<file path="src/rtl/lted_pkg.sv">
// Shared types and constants for the line / triangle edge intersection block.
// Used by the top level, the divider pipeline and the port checker.
`timescale 1ns / 1ps
package lted_pkg;

  localparam int COORD_W     = 16;            // Q12.4 coordinate
  localparam int AB_W        = COORD_W + 1;   // line coefficients a, b
  localparam int PROD_W      = 2 * COORD_W + 1;
  localparam int C1_W        = 2 * COORD_W + 2;
  localparam int C2_W        = 2 * COORD_W + 3;
  localparam int DET_W       = 2 * COORD_W + 3;
  localparam int NUM_W       = 53;            // numerators and box products
  localparam int DIV_STEPS   = COORD_W;       // quotient magnitude bits
  localparam int FIFO_DEPTH  = 4;
  localparam int NUM_VERT    = 6;
  localparam int IN_DATA_W   = 4 * COORD_W;
  localparam int OUT_DATA_W  = 40;

  localparam logic [2:0] REG_A_X = 3'd0;
  localparam logic [2:0] REG_A_Y = 3'd1;
  localparam logic [2:0] REG_B_X = 3'd2;
  localparam logic [2:0] REG_B_Y = 3'd3;
  localparam logic [2:0] REG_C_X = 3'd4;
  localparam logic [2:0] REG_C_Y = 3'd5;

  localparam logic [1:0] EDGE_AB = 2'd0;
  localparam logic [1:0] EDGE_BC = 2'd1;
  localparam logic [1:0] EDGE_CA = 2'd2;
  localparam logic [1:0] EDGE_NONE = 2'd3;

  typedef logic signed [COORD_W-1:0] coord_t;
  typedef logic signed [AB_W-1:0]    coef_ab_t;
  typedef logic signed [C2_W-1:0]    coef_c_t;
  typedef logic signed [NUM_W-1:0]   num_t;

  typedef struct packed {
    coord_t     x;
    coord_t     y;
    logic [1:0] edge_idx;
    logic       pvalid;
    logic       last;
  } res_t;

endpackage

</file>
<file path="src/rtl/lted_div.sv">
// Pipelined restoring divider: one quotient bit per stage, stalls on en low.
// Depends on lted_pkg for widths.
`timescale 1ns / 1ps
module lted_div import lted_pkg::*; (
  input  logic                   clk,
  input  logic                   en,
  input  logic [NUM_W-1:0]       num_i,   // non-negative numerator
  input  logic [DET_W-1:0]       den_i,   // positive divisor
  output logic [DIV_STEPS-1:0]   quo_o    // floor(num / den) when it fits in DIV_STEPS bits
);

  localparam int TRIAL_W = NUM_W + 1;

  logic [NUM_W-1:0]     rem_r [DIV_STEPS];
  logic [DET_W-1:0]     den_r [DIV_STEPS];
  logic [DIV_STEPS-1:0] quo_r [DIV_STEPS];

  for (genvar k = 0; k < DIV_STEPS; k++) begin : g_step
    logic [NUM_W-1:0]     rem_in;
    logic [DET_W-1:0]     den_in;
    logic [DIV_STEPS-1:0] quo_in;
    logic [TRIAL_W-1:0]   trial;

    if (k == 0) begin : g_first
      assign rem_in = num_i;
      assign den_in = den_i;
      assign quo_in = '0;
    end else begin : g_next
      assign rem_in = rem_r[k-1];
      assign den_in = den_r[k-1];
      assign quo_in = quo_r[k-1];
    end

    assign trial = {1'b0, rem_in} - (TRIAL_W'(den_in) << (DIV_STEPS - 1 - k));

    always_ff @(posedge clk) begin
      if (en) begin
        rem_r[k] <= trial[TRIAL_W-1] ? rem_in : trial[NUM_W-1:0];
        den_r[k] <= den_in;
        quo_r[k] <= quo_in | (DIV_STEPS'(!trial[TRIAL_W-1]) << (DIV_STEPS - 1 - k));
      end
    end
  end

  assign quo_o = quo_r[DIV_STEPS-1];

endmodule

</file>
<file path="config.mk">
export PLATFORM = sky130hd
export DESIGN_NAME = lted_div
export DESIGN_NICKNAME = d
export VERILOG_FILES = /design/src/rtl/lted_pkg.sv /design/src/rtl/lted_div.sv
export SDC_FILE = /design/constraint.sdc
export NUM_CORES = 2
export LEC_CHECK = 0
export ABC_AREA = 1
export BUFFER_PORTS_ARGS = -buffer_cell sky130_fd_sc_hd__buf_4
export CELL_PAD_IN_SITES_DETAIL_PLACEMENT = 0
export CELL_PAD_IN_SITES_GLOBAL_PLACEMENT = 1
export CORE_MARGIN = 2
export CORE_UTILIZATION = 35
export DETAILED_ROUTE_END_ITERATION = 7
export GPL_TIMING_DRIVEN = 1
export PLACE_DENSITY_LB_ADDON = 0.1
export SETUP_SLACK_MARGIN = 0.1
export SLEW_MARGIN = 20
export SYNTH_ARGS = -nofsm -noshare
export SYNTH_HDL_FRONTEND = slang
export SYNTH_SLANG_ARGS = --single-unit
</file>
<file path="constraint.sdc">
create_clock -name clk -period 3 [get_ports clk]
set_input_delay 0.15 -clock clk [delete_from_list [all_inputs] [get_ports clk]]
set_output_delay 0.15 -clock clk [all_outputs]
set_load 0.01 [all_outputs]
</file>
==> metrics.csv <==
stage,metric,value,unit
clocking,cts_max_level,4,
timing,timing.fmax,352,MHz
grt,grt_pass1_vias,89300,
placement,dpl.cell_count,18200,
setup_path,max_stage_delay,490,ps
power_and_ir_drop,power.static_leakage,57.4,nW
finish,filler_cell_count,30200,
finish,syn2layout_area_growth,16.4,%
finish,final_common_cell,sky130_fd_sc_hd__nand2_1,
synth,synth_area_per_cell,7.31,µm²
timing,layout_worst_path_cycle_share,0.946,
synth,synth_nets,14600,
detailed_routing,drc,0,
clocking,cts_clk_pin_slew_worst_paths,60,ps
synth,yosys.cell_types.count,46,
detailed_routing,dr.first_iter.drc_count,7226,
timing,final-max-slew-violation-count,0,
clocking,clk_latency,890,ps
detailed_routing,routed_via_density,4.86,
floorplan,dieHeight,543,µm
finish,finish.net_count,15400,
setup_path,cp_max_fo,14,
finish,final_core_util,0.409,
finish,post_route_cells_drive_above_1_share,0.0729,
detailed_routing,drtAntennaViolNets,0,
timing,setup_repair_after_global_routing_missed_its_margin,yes,
run,cap_violations,0,
synth,synth_area,0.102,mm²
setup_path,cp_common_cell,sky130_fd_sc_hd__nand2_1,
timing,worst_pin_slew,956,ps
grt,grt_pass1_wl,596,mm
timing,worst_clock_skew,40.2,ps
finish,stdcell_count,18700,
power_and_ir_drop,maximum_ir_drop_on_the_vdd_rail,472,µV
clocking,tritoncts,yes,
timing,timing.slew.headroom,0.363,
detailed_routing,drt_first_pass_iters,8,
grt,globalRoute.totalOverflow,0,
placement,number_of_buffers_added_on_ports,105,
status,run_status,"finished, final reports clean",
detailed_routing,avgRoutedWirePerCell,22.1,µm
floorplan,placement_rows,198,
synth,synth-edff-count,1456,
synth,syn-instance-count,13900,
floorplan,core_area,0.290,mm²
synth,yosys_warnings,0,
hold_path,min-delay-path-class,in2reg,
synth,yosys_register_bits,1456,
grt,grt_start_max_net_pins,92,
setup_path,worst_setup_path_end_kind,flop,
setup_path,kind_of_critical_path,reg2reg,
clocking,cts_made_buffers,182,
setup_path,worst-endpoint-required,3590,ps
setup_path,setup.worst_path.start_class,flop,
detailed_routing,routed_wirelength,414,mm
clocking,clock_tree.buffer_depth,4,
timing,setup_ws,161,ps
setup_path,critical-path-slowest-cell,sky130_fd_sc_hd__edfxtp_1,
floorplan,ioPinCount,106,
clocking,cts_root_buffer_type,sky130_fd_sc_hd__clkbuf_16,
synth,asyncSetResetFlopFracSynth,0,
placement,place.gp.congestion,0.979,
setup_path,critical-path-top-delay-family,simple AND/OR/NAND/NOR gates,
floorplan,initial_core_util,0.351,
synth,ys_dominant_reg_cell,sky130_fd_sc_hd__edfxtp_1,
setup_path,critical_path_arrival,3430,ps
synth,post_synthesis_sequential_area_ratio,0.429,
timing,period_minus_slack,2840,ps
placement,pre_cts_slack,-419,ps
finish,layout_common_cells,"sky130_fd_sc_hd__nand2_1 (5237), sky130_fd_sc_hd__inv_1 (2664), sky130_fd_sc_hd__edfxtp_1 (1456)",
timing,tns,0,ps
timing,final_hold_viol_count,0,
clocking,clkSinkCount,1456,
grt,grt_antenna_before_repair,8,
power_and_ir_drop,power_density,913,mW/mm²
setup_path,critical_path_buf_inv_count,4,
floorplan,die_width,543,µm
floorplan,design.die.area,0.295,mm²
detailed_routing,total_vias_in_the_final_route,91000,
timing,timing.final.setup_violations,0,
setup_path,crit_path_cell_trace,inv_1 > ha_1 > nand2_1 > nor2_2 > nand2_1 > nor4_1 > nand3_1 > inv_1 > nor2_4 > buf_12 > buf_12 > nand2_1 > nand2_1,
placement,detailedPlacementHpwl,349,mm
grt,grt.total_usage,0.275,
power_and_ir_drop,p_total,108,mW
[cell families after synthesis]
logic type / count (synthesis) / share of synthesized area
simple gates: 7698 / 0.306
buf+inv: 2801 / 0.107
flops: 1456 / 0.429
compound gates: 1068 / 0.0574
fa+ha+maj: 574 / 0.0716
xor+xnor: 329 / 0.0283
[synth_stat cells, types with 94 or more instances]
library cell / count / area share
sky130_fd_sc_hd__nand2_1: 5257 / 0.19
sky130_fd_sc_hd__inv_1: 2664 / 0.098
sky130_fd_sc_hd__edfxtp_1: 1456 / 0.43
sky130_fd_sc_hd__nor2_1: 1222 / 0.045
sky130_fd_sc_hd__nand3_1: 710 / 0.035
sky130_fd_sc_hd__ha_1: 559 / 0.069
sky130_fd_sc_hd__a21oi_1: 545 / 0.027
sky130_fd_sc_hd__o21ai_0: 294 / 0.014
sky130_fd_sc_hd__xor2_1: 183 / 0.016
sky130_fd_sc_hd__nand4_1: 162 / 0.010
sky130_fd_sc_hd__xnor2_1: 146 / 0.013
sky130_fd_sc_hd__nand3b_1: 130 / 0.0096
sky130_fd_sc_hd__nor3_1: 94 / 0.0046
[report_power, final]
part	switching (mW)	internal, mW
logic	34.7	17.3
registers	5.21	28.9
clock network	9.39	12.8
[final timing paths]
kind | slack [ps] | cells past startpoint | startpoint | end
worst min-delay path | 60 | 2 | den_i[14] | den_r[0][14]
worst min register to register | 410 | 0 | quo_r[0][75] | quo_r[0][91]
worst max register to register | 160 | 13 | den_r[0][57] | rem_r[0][141]
worst max-delay path | 160 | 13 | den_r[0][57] | rem_r[0][141]
[layer usage]
metal | wire length [µm] | GRT usage | share of wire
met1 | 174000 | 0.339 | 0.42
met2 | 207000 | 0.499 | 0.50
met3 | 16200 | 0.0215 | 0.039
met4 | 16800 | 0.0964 | 0.040
met5 | 0 | 0 | 0
[area by class of cell]
cell class	instances	area, µm²	area share
clock inverter	115	1170	0.00987
timing repair buffer	697	6400	0.0540
multi-input combinational	9669	47600	0.401
inverter	2684	10100	0.0850
sequential	1456	43700	0.369
clock buffer	209	4720	0.0398
antenna	7	17.5	0.000148
tap	3900	4880	0.0412
[state kept, by name, indices dropped and copies added (netlist names)]
| signal | cells |
|---|---|
| rem_r | 795 |
| den_r | 525 |
| quo_r | 136 |
[stage by stage]
step	area, µm²	hold slack (ps)
CTS	118000	0.571
global route	119000	36.3
finish	119000	64.2
global placement	111000	329
detailed placement	111000	330
floorplan	102000	249
[repair_timing]
action / CTS / global route
endpoints found under the hold margin: 161 / 0
pin swaps: 1 / 3
cloned: 0 / 3
endpoints found under the setup margin: 111 / 309
hold buffers: 132 / 0
buffers inserted: 8 / 23
resized for setup: 21 / 95
(Power assumes the default switching activity.)
